$ cat config.mk
export PLATFORM = sky130hd
export DESIGN_NAME = cpf_check_digit_validator_top
export DESIGN_NICKNAME = d
export VERILOG_FILES = /design/src/cpfv_pkg.sv /design/src/cpfv_front.sv /design/src/cpfv_queue.sv /design/src/cpfv_track.sv /design/src/cpfv_judge.sv /design/src/cpf_check_digit_validator_top.sv
export SDC_FILE = /design/constraint.sdc
export NUM_CORES = 1
export LEC_CHECK = 0
export BUFFER_PORTS_ARGS = -buffer_cell sky130_fd_sc_hd__buf_2
export CAP_MARGIN = 20
export CORE_MARGIN = 4
export CORE_UTILIZATION = 40
export DETAILED_ROUTE_END_ITERATION = 10
export PLACE_DENSITY = 0.52
export SLEW_MARGIN = 20
export SYNTH_ARGS = -nofsm -noshare
export SYNTH_HDL_FRONTEND = slang
export SYNTH_SLANG_ARGS = --single-unit
$ cat constraint.sdc
create_clock -name aclk -period 12.45 [get_ports aclk]
set_input_delay 1.245 -clock aclk [delete_from_list [all_inputs] [get_ports aclk]]
set_output_delay 1.245 -clock aclk [all_outputs]
set_load 0.05 [all_outputs]
$ cat src/cpfv_pkg.sv
`default_nettype none

package cpfv_pkg;

    localparam int DIGIT_COUNT = 11;
    localparam int DIGIT_W     = 4;
    localparam int COUNT_W     = 4;
    localparam int SUM_W       = 10;
    localparam int QUEUE_DEPTH = 4;

    localparam logic [7:0] ASCII_ZERO = 8'd48;
    localparam logic [7:0] ASCII_NINE = 8'd57;
    localparam logic [3:0] CHECK_BASE = 4'd10;
    localparam logic [3:0] MODULUS    = 4'd11;

    localparam logic [COUNT_W-1:0] COUNT_MAX = COUNT_W'(DIGIT_COUNT);

    // floor(s / 11) is q or q + 1 with q = (s * 372) >> 12, for s below 1024
    localparam logic [8:0] RECIP_11   = 9'd372;
    localparam int         RECIP_SHIFT = 12;

    localparam logic [DIGIT_W-1:0] WEIGHT_FIRST [DIGIT_COUNT] =
        '{4'd10, 4'd9, 4'd8, 4'd7, 4'd6, 4'd5, 4'd4, 4'd3, 4'd2, 4'd0, 4'd0};
    localparam logic [DIGIT_W-1:0] WEIGHT_SECOND [DIGIT_COUNT] =
        '{4'd11, 4'd10, 4'd9, 4'd8, 4'd7, 4'd6, 4'd5, 4'd4, 4'd3, 4'd2, 4'd0};

    typedef enum logic [2:0] {
        ST_OK     = 3'd0,
        ST_EMPTY  = 3'd1,
        ST_LENGTH = 3'd2,
        ST_EQUAL  = 3'd3,
        ST_FIRST  = 3'd4,
        ST_SECOND = 3'd5
    } status_t;

    typedef logic [DIGIT_COUNT-1:0][DIGIT_W-1:0] window_t;

    typedef struct packed {
        logic               is_digit;
        logic [DIGIT_W-1:0] digit;
        logic               last;
        logic               empty;
    } token_t;

    typedef struct packed {
        logic    empty;
        logic    too_many;
        window_t window;
    } job_t;

endpackage

`default_nettype wire

$ cat src/cpfv_front.sv
`default_nettype none

module cpfv_front (
    input  wire logic            aclk,
    input  wire logic            aresetn,
    input  wire logic            s_valid,
    output logic                 s_ready,
    input  wire logic [7:0]      s_char_byte,
    input  wire logic            s_last_char,
    input  wire logic            s_empty_string,
    input  wire logic            q_full,
    output logic                 q_push,
    output cpfv_pkg::token_t     q_token
);
    import cpfv_pkg::*;

    logic is_digit;
    logic keep;
    logic [7:0] offset;

    assign offset   = s_char_byte - ASCII_ZERO;
    assign is_digit = (s_char_byte >= ASCII_ZERO) && (s_char_byte <= ASCII_NINE);

    // drop empty flags without last, and non-digits that do not close a string
    assign keep = s_empty_string ? s_last_char : (is_digit || s_last_char);

    assign s_ready = !q_full;
    assign q_push  = s_valid && !q_full && keep;

    always_comb begin
        q_token.empty    = s_empty_string;
        q_token.last     = s_last_char;
        q_token.is_digit = is_digit && !s_empty_string;
        q_token.digit    = is_digit ? offset[DIGIT_W-1:0] : '0;
    end

`ifndef SYNTH
    a_push_kept: assert property (@(posedge aclk) disable iff (!aresetn)
        q_push |-> (s_last_char || q_token.is_digit))
        else $error("front pushed a token with no effect");
    a_push_ready: assert property (@(posedge aclk) disable iff (!aresetn)
        q_push |-> s_ready)
        else $error("front pushed without accepting a beat");
    a_empty_last: assert property (@(posedge aclk) disable iff (!aresetn)
        (q_push && q_token.empty) |-> (q_token.last && !q_token.is_digit))
        else $error("empty token without last");
`endif

endmodule

`default_nettype wire

$ cat src/cpfv_queue.sv
`default_nettype none

module cpfv_queue #(
    parameter int DEPTH = cpfv_pkg::QUEUE_DEPTH
) (
    input  wire logic            aclk,
    input  wire logic            aresetn,
    input  wire logic            push,
    input  cpfv_pkg::token_t     push_data,
    output logic                 full,
    input  wire logic            pop,
    output cpfv_pkg::token_t     pop_data,
    output logic                 nonempty
);
    import cpfv_pkg::*;

    localparam int PTR_W = (DEPTH > 1) ? $clog2(DEPTH) : 1;
    localparam int CNT_W = $clog2(DEPTH + 1);

    token_t            slot_reg [DEPTH];
    logic [PTR_W-1:0]  wr_ptr_reg, wr_ptr_next;
    logic [PTR_W-1:0]  rd_ptr_reg, rd_ptr_next;
    logic [CNT_W-1:0]  count_reg, count_next;

    assign full     = (count_reg == CNT_W'(DEPTH));
    assign nonempty = (count_reg != '0);
    assign pop_data = slot_reg[rd_ptr_reg];

    always_comb begin
        wr_ptr_next = wr_ptr_reg;
        rd_ptr_next = rd_ptr_reg;
        count_next  = count_reg;
        if (push) begin
            wr_ptr_next = (wr_ptr_reg == PTR_W'(DEPTH - 1)) ? '0 : wr_ptr_reg + 1'b1;
        end
        if (pop) begin
            rd_ptr_next = (rd_ptr_reg == PTR_W'(DEPTH - 1)) ? '0 : rd_ptr_reg + 1'b1;
        end
        case ({push, pop})
            2'b10:   count_next = count_reg + 1'b1;
            2'b01:   count_next = count_reg - 1'b1;
            default: count_next = count_reg;
        endcase
    end

    always_ff @(posedge aclk) begin
        if (!aresetn) begin
            wr_ptr_reg <= '0;
            rd_ptr_reg <= '0;
            count_reg  <= '0;
        end else begin
            wr_ptr_reg <= wr_ptr_next;
            rd_ptr_reg <= rd_ptr_next;
            count_reg  <= count_next;
        end
    end

    always_ff @(posedge aclk) begin
        if (push) begin
            slot_reg[wr_ptr_reg] <= push_data;
        end
    end

`ifndef SYNTH
    a_no_overflow: assert property (@(posedge aclk) disable iff (!aresetn)
        push |-> !full)
        else $error("push into full queue");
    a_no_underflow: assert property (@(posedge aclk) disable iff (!aresetn)
        pop |-> nonempty)
        else $error("pop from empty queue");
    a_count_bound: assert property (@(posedge aclk) disable iff (!aresetn)
        count_reg <= CNT_W'(DEPTH))
        else $error("queue count out of range");
`endif

endmodule

`default_nettype wire

$ cat src/cpfv_track.sv
`default_nettype none

module cpfv_track (
    input  wire logic            aclk,
    input  wire logic            aresetn,
    input  cpfv_pkg::token_t     q_token,
    input  wire logic            q_nonempty,
    output logic                 q_pop,
    output logic                 job_valid,
    input  wire logic            job_ready,
    output cpfv_pkg::job_t       job
);
    import cpfv_pkg::*;

    window_t             window_reg, window_next;
    logic [COUNT_W-1:0]  count_reg, count_next;
    window_t             window_upd;
    logic [COUNT_W-1:0]  count_upd;

    assign job_valid = q_nonempty && q_token.last;
    assign q_pop     = q_nonempty && (!q_token.last || job_ready);

    always_comb begin
        window_upd = window_reg;
        count_upd  = count_reg;
        if (q_token.is_digit) begin
            window_upd[DIGIT_COUNT-2:0]   = window_reg[DIGIT_COUNT-1:1];
            window_upd[DIGIT_COUNT-1]     = q_token.digit;
            if (count_reg <= COUNT_MAX) begin
                count_upd = count_reg + 1'b1;
            end
        end

        job.empty    = q_token.empty;
        job.too_many = (count_upd > COUNT_MAX);
        job.window   = window_upd;

        window_next = window_reg;
        count_next  = count_reg;
        if (q_pop) begin
            if (q_token.last) begin
                window_next = '0;
                count_next  = '0;
            end else begin
                window_next = window_upd;
                count_next  = count_upd;
            end
        end
    end

    always_ff @(posedge aclk) begin
        if (!aresetn) begin
            window_reg <= '0;
            count_reg  <= '0;
        end else begin
            window_reg <= window_next;
            count_reg  <= count_next;
        end
    end

`ifndef SYNTH
    a_count_sat: assert property (@(posedge aclk) disable iff (!aresetn)
        count_reg <= COUNT_MAX + 1'b1)
        else $error("digit count past saturation");
    a_clear_after_last: assert property (@(posedge aclk) disable iff (!aresetn)
        (q_pop && q_token.last) |=> (count_reg == '0 && window_reg == '0))
        else $error("state not cleared after last beat");
    a_hold_on_stall: assert property (@(posedge aclk) disable iff (!aresetn)
        !q_pop |=> ($stable(count_reg) && $stable(window_reg)))
        else $error("state moved without a pop");
`endif

endmodule

`default_nettype wire

$ cat src/cpfv_judge.sv
`default_nettype none

module cpfv_judge (
    input  wire logic            aclk,
    input  wire logic            aresetn,
    input  wire logic            job_valid,
    output logic                 job_ready,
    input  cpfv_pkg::job_t       job,
    output logic                 m_valid,
    input  wire logic            m_ready,
    output logic                 m_valid_res,
    output logic [2:0]           m_status
);
    import cpfv_pkg::*;

    logic adv;

    // stage 1: captured job
    logic               s1_valid_reg;
    job_t               s1_reg;

    // stage 2: weighted sums and flags
    logic               s2_valid_reg;
    logic               s2_empty_reg, s2_many_reg, s2_equal_reg;
    logic [SUM_W-1:0]   s2_sum1_reg, s2_sum2_reg;
    logic [DIGIT_W-1:0] s2_d9_reg, s2_d10_reg;

    // stage 3: raw remainders, below twice the modulus
    logic               s3_valid_reg;
    logic               s3_empty_reg, s3_many_reg, s3_equal_reg;
    logic [4:0]         s3_r1_reg, s3_r2_reg;
    logic [DIGIT_W-1:0] s3_d9_reg, s3_d10_reg;

    logic               out_valid_reg;
    status_t            out_status_reg, status_next;

    logic [SUM_W-1:0]   sum1, sum2;
    logic               equal;
    logic [4:0]         r1, r2;
    logic [DIGIT_W-1:0] chk1, chk2;

    assign adv       = !out_valid_reg || m_ready;
    assign job_ready = adv;

    function automatic logic [4:0] mod11_raw(input logic [SUM_W-1:0] s);
        logic [SUM_W+8:0] prod;
        logic [SUM_W-1:0] q;
        logic [SUM_W-1:0] rem;
        prod = s * RECIP_11;
        q    = SUM_W'(prod >> RECIP_SHIFT);
        rem  = s - SUM_W'(q * MODULUS);
        return rem[4:0];
    endfunction

    function automatic logic [DIGIT_W-1:0] check_of(input logic [4:0] raw);
        logic [4:0] r;
        logic [4:0] c;
        r = (raw >= 5'(MODULUS)) ? raw - 5'(MODULUS) : raw;
        // 10 * r mod 11 is 11 - r; a result of ten maps to zero
        c = (r <= 5'd1) ? 5'd0 : 5'(MODULUS) - r;
        return c[DIGIT_W-1:0];
    endfunction

    always_comb begin
        sum1  = '0;
        sum2  = '0;
        equal = 1'b1;
        for (int i = 0; i < DIGIT_COUNT; i++) begin
            sum1 = sum1 + SUM_W'(s1_reg.window[i]) * SUM_W'(WEIGHT_FIRST[i]);
            sum2 = sum2 + SUM_W'(s1_reg.window[i]) * SUM_W'(WEIGHT_SECOND[i]);
            if (s1_reg.window[i] != s1_reg.window[0]) begin
                equal = 1'b0;
            end
        end
    end

    assign r1 = mod11_raw(s2_sum1_reg);
    assign r2 = mod11_raw(s2_sum2_reg);

    assign chk1 = check_of(s3_r1_reg);
    assign chk2 = check_of(s3_r2_reg);

    always_comb begin
        if (s3_empty_reg) begin
            status_next = ST_EMPTY;
        end else if (s3_many_reg) begin
            status_next = ST_LENGTH;
        end else if (s3_equal_reg) begin
            status_next = ST_EQUAL;
        end else if (chk1 != s3_d9_reg) begin
            status_next = ST_FIRST;
        end else if (chk2 != s3_d10_reg) begin
            status_next = ST_SECOND;
        end else begin
            status_next = ST_OK;
        end
    end

    always_ff @(posedge aclk) begin
        if (!aresetn) begin
            s1_valid_reg  <= 1'b0;
            s2_valid_reg  <= 1'b0;
            s3_valid_reg  <= 1'b0;
            out_valid_reg <= 1'b0;
        end else if (adv) begin
            s1_valid_reg  <= job_valid;
            s2_valid_reg  <= s1_valid_reg;
            s3_valid_reg  <= s2_valid_reg;
            out_valid_reg <= s3_valid_reg;
        end
    end

    always_ff @(posedge aclk) begin
        if (adv) begin
            s1_reg         <= job;
            s2_empty_reg   <= s1_reg.empty;
            s2_many_reg    <= s1_reg.too_many;
            s2_equal_reg   <= equal;
            s2_sum1_reg    <= sum1;
            s2_sum2_reg    <= sum2;
            s2_d9_reg      <= s1_reg.window[DIGIT_COUNT-2];
            s2_d10_reg     <= s1_reg.window[DIGIT_COUNT-1];
            s3_empty_reg   <= s2_empty_reg;
            s3_many_reg    <= s2_many_reg;
            s3_equal_reg   <= s2_equal_reg;
            s3_r1_reg      <= r1;
            s3_r2_reg      <= r2;
            s3_d9_reg      <= s2_d9_reg;
            s3_d10_reg     <= s2_d10_reg;
            out_status_reg <= status_next;
        end
    end

    assign m_valid     = out_valid_reg;
    assign m_status    = out_status_reg;
    assign m_valid_res = (out_status_reg == ST_OK);

`ifndef SYNTH
    a_ok_flag: assert property (@(posedge aclk) disable iff (!aresetn)
        (m_valid && m_valid_res) |-> (m_status == ST_OK))
        else $error("valid flag with failing status");
    a_out_source: assert property (@(posedge aclk) disable iff (!aresetn)
        $rose(m_valid) |-> $past(s3_valid_reg))
        else $error("result without a job in the last stage");
    a_remainder_range: assert property (@(posedge aclk) disable iff (!aresetn)
        s3_valid_reg |-> (s3_r1_reg < 5'd22 && s3_r2_reg < 5'd22))
        else $error("remainder estimate out of range");
`endif

endmodule

`default_nettype wire

$ cat src/cpf_check_digit_validator_top.sv
// Channel   Ports                                            Direction
// s_        s_valid s_ready s_char_byte s_last_char          in, one character a beat
//           s_empty_string
// m_        m_valid m_ready m_valid_res m_status             out, one result per string
//
// One character a cycle while the queue is not full (s_ready high).
// A string's last beat passes the queue, then judge capture, sums, remainder estimate, status.
// Reset (aresetn low, synchronous) empties the queue and clears window and count.
// A stall on m_ stops the judge pipe; the 4-entry queue absorbs characters until full.
`default_nettype none

module cpf_check_digit_validator_top #(
    parameter int QUEUE_DEPTH = cpfv_pkg::QUEUE_DEPTH
) (
    input  wire logic        aclk,
    input  wire logic        aresetn,
    input  wire logic        s_valid,
    output logic             s_ready,
    input  wire logic [7:0]  s_char_byte,
    input  wire logic        s_last_char,
    input  wire logic        s_empty_string,
    output logic             m_valid,
    input  wire logic        m_ready,
    output logic             m_valid_res,
    output logic [2:0]       m_status
);
    import cpfv_pkg::*;

    logic    q_push, q_full, q_pop, q_nonempty;
    token_t  push_token, pop_token;
    logic    job_valid, job_ready;
    job_t    job;

    cpfv_front u_front (
        .aclk           (aclk),
        .aresetn        (aresetn),
        .s_valid        (s_valid),
        .s_ready        (s_ready),
        .s_char_byte    (s_char_byte),
        .s_last_char    (s_last_char),
        .s_empty_string (s_empty_string),
        .q_full         (q_full),
        .q_push         (q_push),
        .q_token        (push_token)
    );

    cpfv_queue #(
        .DEPTH (QUEUE_DEPTH)
    ) u_queue (
        .aclk      (aclk),
        .aresetn   (aresetn),
        .push      (q_push),
        .push_data (push_token),
        .full      (q_full),
        .pop       (q_pop),
        .pop_data  (pop_token),
        .nonempty  (q_nonempty)
    );

    cpfv_track u_track (
        .aclk       (aclk),
        .aresetn    (aresetn),
        .q_token    (pop_token),
        .q_nonempty (q_nonempty),
        .q_pop      (q_pop),
        .job_valid  (job_valid),
        .job_ready  (job_ready),
        .job        (job)
    );

    cpfv_judge u_judge (
        .aclk        (aclk),
        .aresetn     (aresetn),
        .job_valid   (job_valid),
        .job_ready   (job_ready),
        .job         (job),
        .m_valid     (m_valid),
        .m_ready     (m_ready),
        .m_valid_res (m_valid_res),
        .m_status    (m_status)
    );

endmodule

`default_nettype wire

==> impl_metrics.env <==
export IMPL_io_pins=20
export IMPL_diodes=0
export IMPL_drt_iter0_drc=420
export IMPL_cts_root_buffer="clkbuf_16"
export IMPL_drive_above_1_share_pct=8.48
export IMPL_cts_tree="built"
export IMPL_synthMuxAreaShare_pct=4.50
export IMPL_fin_skew_ps=16.3
export IMPL_synth_fa_ha_area_share_pct=35.3
export IMPL_fmax_mhz=142
export IMPL_crit_required_ps=12640
export IMPL_numCtsBuffers=17
export IMPL_die_x_um=206
export IMPL_worstPathArrival_ps=7220
export IMPL_grtUsageTotal_pct=14.9
export IMPL_finalMaxSlewViolations=0
export IMPL_cts_buffer_depth=2
export IMPL_die_area_mm2=0.0423
export IMPL_dp_cells=1913
export IMPL_n_fill_cell=3663
export IMPL_rows=72
export IMPL_rsz0062_at_grt="no"
export IMPL_cp_max_fo=8
export IMPL_status="complete, no violations"
export IMPL_async_flop_share_pct=0
export IMPL_stdcell_count=1945
export IMPL_hpwl_um=23200
export IMPL_synth_top_family_by_area="adder cells"
export IMPL_seq_area_frac_synth_pct=32.6
export IMPL_grt_max_degree=82
export IMPL_core_mm2=0.0386
export IMPL_postSynthCellCount=1411
export IMPL_fin_nets=1784
export IMPL_hold_class="flop to flop"
export IMPL_finalSetupViolCount=0
export IMPL_max_cap_viol_count=0
export IMPL_critical_path_class="flop to flop"
export IMPL_htree_levels=4
export IMPL_yosysWarnings=0
export IMPL_portBuffers=19
export IMPL_synth_fp_nets=1781
export IMPL_synthesis_area_mm2=0.0156
export IMPL_clk_latency_ps=450
export IMPL_grt_pass1_vias=9716
export IMPL_synth_compound_area_share_pct=7.85
export IMPL_synth_area_per_cell_um2=11.1
export IMPL_cts_setup_buffers=0
export IMPL_relSlewSlack_pct=27.5
export IMPL_timing_setup_tns_ps=0
export IMPL_cts_sinks=190
export IMPL_die_h_um=206
export IMPL_synth_edff_count=129
export IMPL_synthXorXnorAreaFrac_pct=4.29
export IMPL_hold_buffers=0
export IMPL_wl_um=30200
export IMPL_vdd_drop_max_uv=133
export IMPL_ant_nets=0
export IMPL_dr_pass1_iters=4
export IMPL_synth_seq_cells=190
export IMPL_yosys_area_share_simple_pct=7.59
export IMPL_synthToLayoutAreaGrowth_pct=7.68
export IMPL_cellLeakagePower_nw=8.15
export IMPL_ys_types=65
export IMPL_antenna_found_initial=1
export IMPL_synthFlopType="edfxtp_1"
export IMPL_drc=0
export IMPL_layout_min_cycle_time_ps=7040
export IMPL_cts_resized=0
export IMPL_cp_start_kind="flop"
export IMPL_hold_violations=0
export IMPL_path_clk_slew_ps=70
export IMPL_end_kind="flop"
export IMPL_overflow=0
export IMPL_wl_per_cell_um=15.5
export IMPL_initial_utilization_pct=40.5
export IMPL_fin_crit_sh_pct=56.5
export IMPL_largest_reg_flops=46
export IMPL_vias=9620
export IMPL_grt_pass1_wl_um=49900
export IMPL_tightest_slew_ps=1090
export IMPL_place_gp_congestion=0.858
export IMPL_via_per_inst=4.95
export IMPL_cellPowerDensity_mw_per_mm2=214
-- power breakdown --
part,internal (mW),switching [mW],total [mW],leakage (nW)
clock,0.288,0.257,0.545,0.296
sequential,0.873,0.155,1.03,1.95
combinational,0.926,1.11,2.03,5.90
-- metal layers --
| layer | wire length (um) | up-vias | part of all wire [%] | global-route usage [%] |
|---|---|---|---|---|
| li1 | - | 4737 | - | - |
| met1 | 14000 | 4754 | 46 | 19.9 |
| met2 | 14900 | 105 | 49 | 25.2 |
| met3 | 981 | 24 | 3.2 | 2.84 |
| met4 | 403 | 0 | 1.3 | 3.45 |
| met5 | 0 | - | 0 | 0 |
-- cell usage in the layout, fill, tap and decap left out, types with 21 or more instances in the layout --
cell type,synthesis,routed
o21ai_0,21,21
edfxtp_1,129,129
nor2_1,28,27
nand2_1,55,55
mux2_2,45,45
xnor2_1,45,45
dfxtp_1,61,61
nand3_1,56,56
a21boi_0,49,49
inv_1,287,286
fa_1,142,142
a21oi_1,38,38
xor2_1,29,29
ha_1,214,214
-- cells in the mapped netlist (5+ instances only) --
cell      number  area share [%]
inv_1        287             6.9
ha_1         214              17
fa_1         142              18
edfxtp_1     129              25
dfxtp_1       61             7.8
nand3_1       56             1.8
nand2_1       55             1.3
a21boi_0      49             2.4
mux2_2        45             3.2
xnor2_1       45             2.5
a21oi_1       38             1.2
xor2_1        29             1.6
nor2_1        28            0.67
o21ai_0       21            0.67
clkbuf_1      20            0.48
a21o_1        17            0.82
and2_1        14            0.56
buf_2         12            0.38
nor2b_1       12            0.48
nor4_1        11            0.44
nand2b_1      10            0.40
o21bai_1       9            0.43
nand4_1        8            0.32
or4_1          8            0.38
mux4_2         7             1.0
nor3_1         6            0.19
a31o_2         5            0.28
buf_1          5            0.12
or2_2          5            0.20
-- cell families (layout without fill, tap and decap cells) --
| kind of cell | Yosys count | after routing |
|---|---|---|
| multiplexers | 56 | 56 |
| XOR/XNOR | 75 | 75 |
| AO/OA/AOI/OAI | 179 | 179 |
| AND/OR/NAND/NOR | 230 | 230 |
| buffers and inverters | 325 | 341 |
| flip-flops | 190 | 190 |
| adder cells (fa/ha/maj) | 356 | 356 |
-- final cells by class --
class | count | area (um^2) | share of cell area, %
Tap cell | 518 | 648 | 3.85
Clock inverter | 12 | 113 | 0.668
Timing Repair Buffer | 22 | 118 | 0.698
Clock buffer | 20 | 479 | 2.84
Sequential cell | 190 | 5090 | 30.2
Multi-Input combinational cell | 896 | 9320 | 55.3
Inverter | 287 | 1080 | 6.41
-- worst paths after layout --
check,startpoint,cells past startpoint,to,slack [ps]
worst max-delay path,u_judge.s1_reg[0],25,u_judge.s2_sum2_reg[9],5410
worst min-delay path,u_judge.s2_d9_reg[2],0,u_judge.s3_d9_reg[2],420
worst max register to register,u_judge.s1_reg[0],25,u_judge.s2_sum2_reg[9],5410
worst min register to register,u_judge.s2_d9_reg[2],0,u_judge.s3_d9_reg[2],420
-- per-stage QoR --
| step | power [mW] | hold WS [ps] | worst slack (ps) | util, % | area (um^2) |
|---|---|---|---|---|---|
| finish | 3.61 | 416 | 5410 | 43.6 | 16900 |
| floorplan | 2.68 | 400 | 5720 | - | 15600 |
| global route | 4.02 | 430 | 5050 | 43.6 | 16900 |
| CTS | 3.69 | 414 | 5380 | 43.6 | 16900 |
| global placement | 3.08 | 401 | 5480 | 42.1 | 16300 |
| detailed placement | 3.12 | 405 | 5390 | 42.1 | 16300 |
-- worst max-delay path, stage by stage (launching register included) --
cell      delay, ps
edfxtp_1        540
ha_1            380
ha_1            280
inv_1            50
fa_1            540
inv_1            70
fa_1            530
inv_1            50
fa_1            500
inv_1            50
fa_1            450
fa_1            480
fa_1            490
inv_1            50
fa_1            500
fa_1            480
inv_1            60
ha_1            170
inv_1            60
fa_1            390
inv_1            70
a21oi_1          60
o21bai_1        200
a21o_1          150
a21oi_1          70
xnor2_1         120
Note: power is estimated with default switching activity, not from simulation.
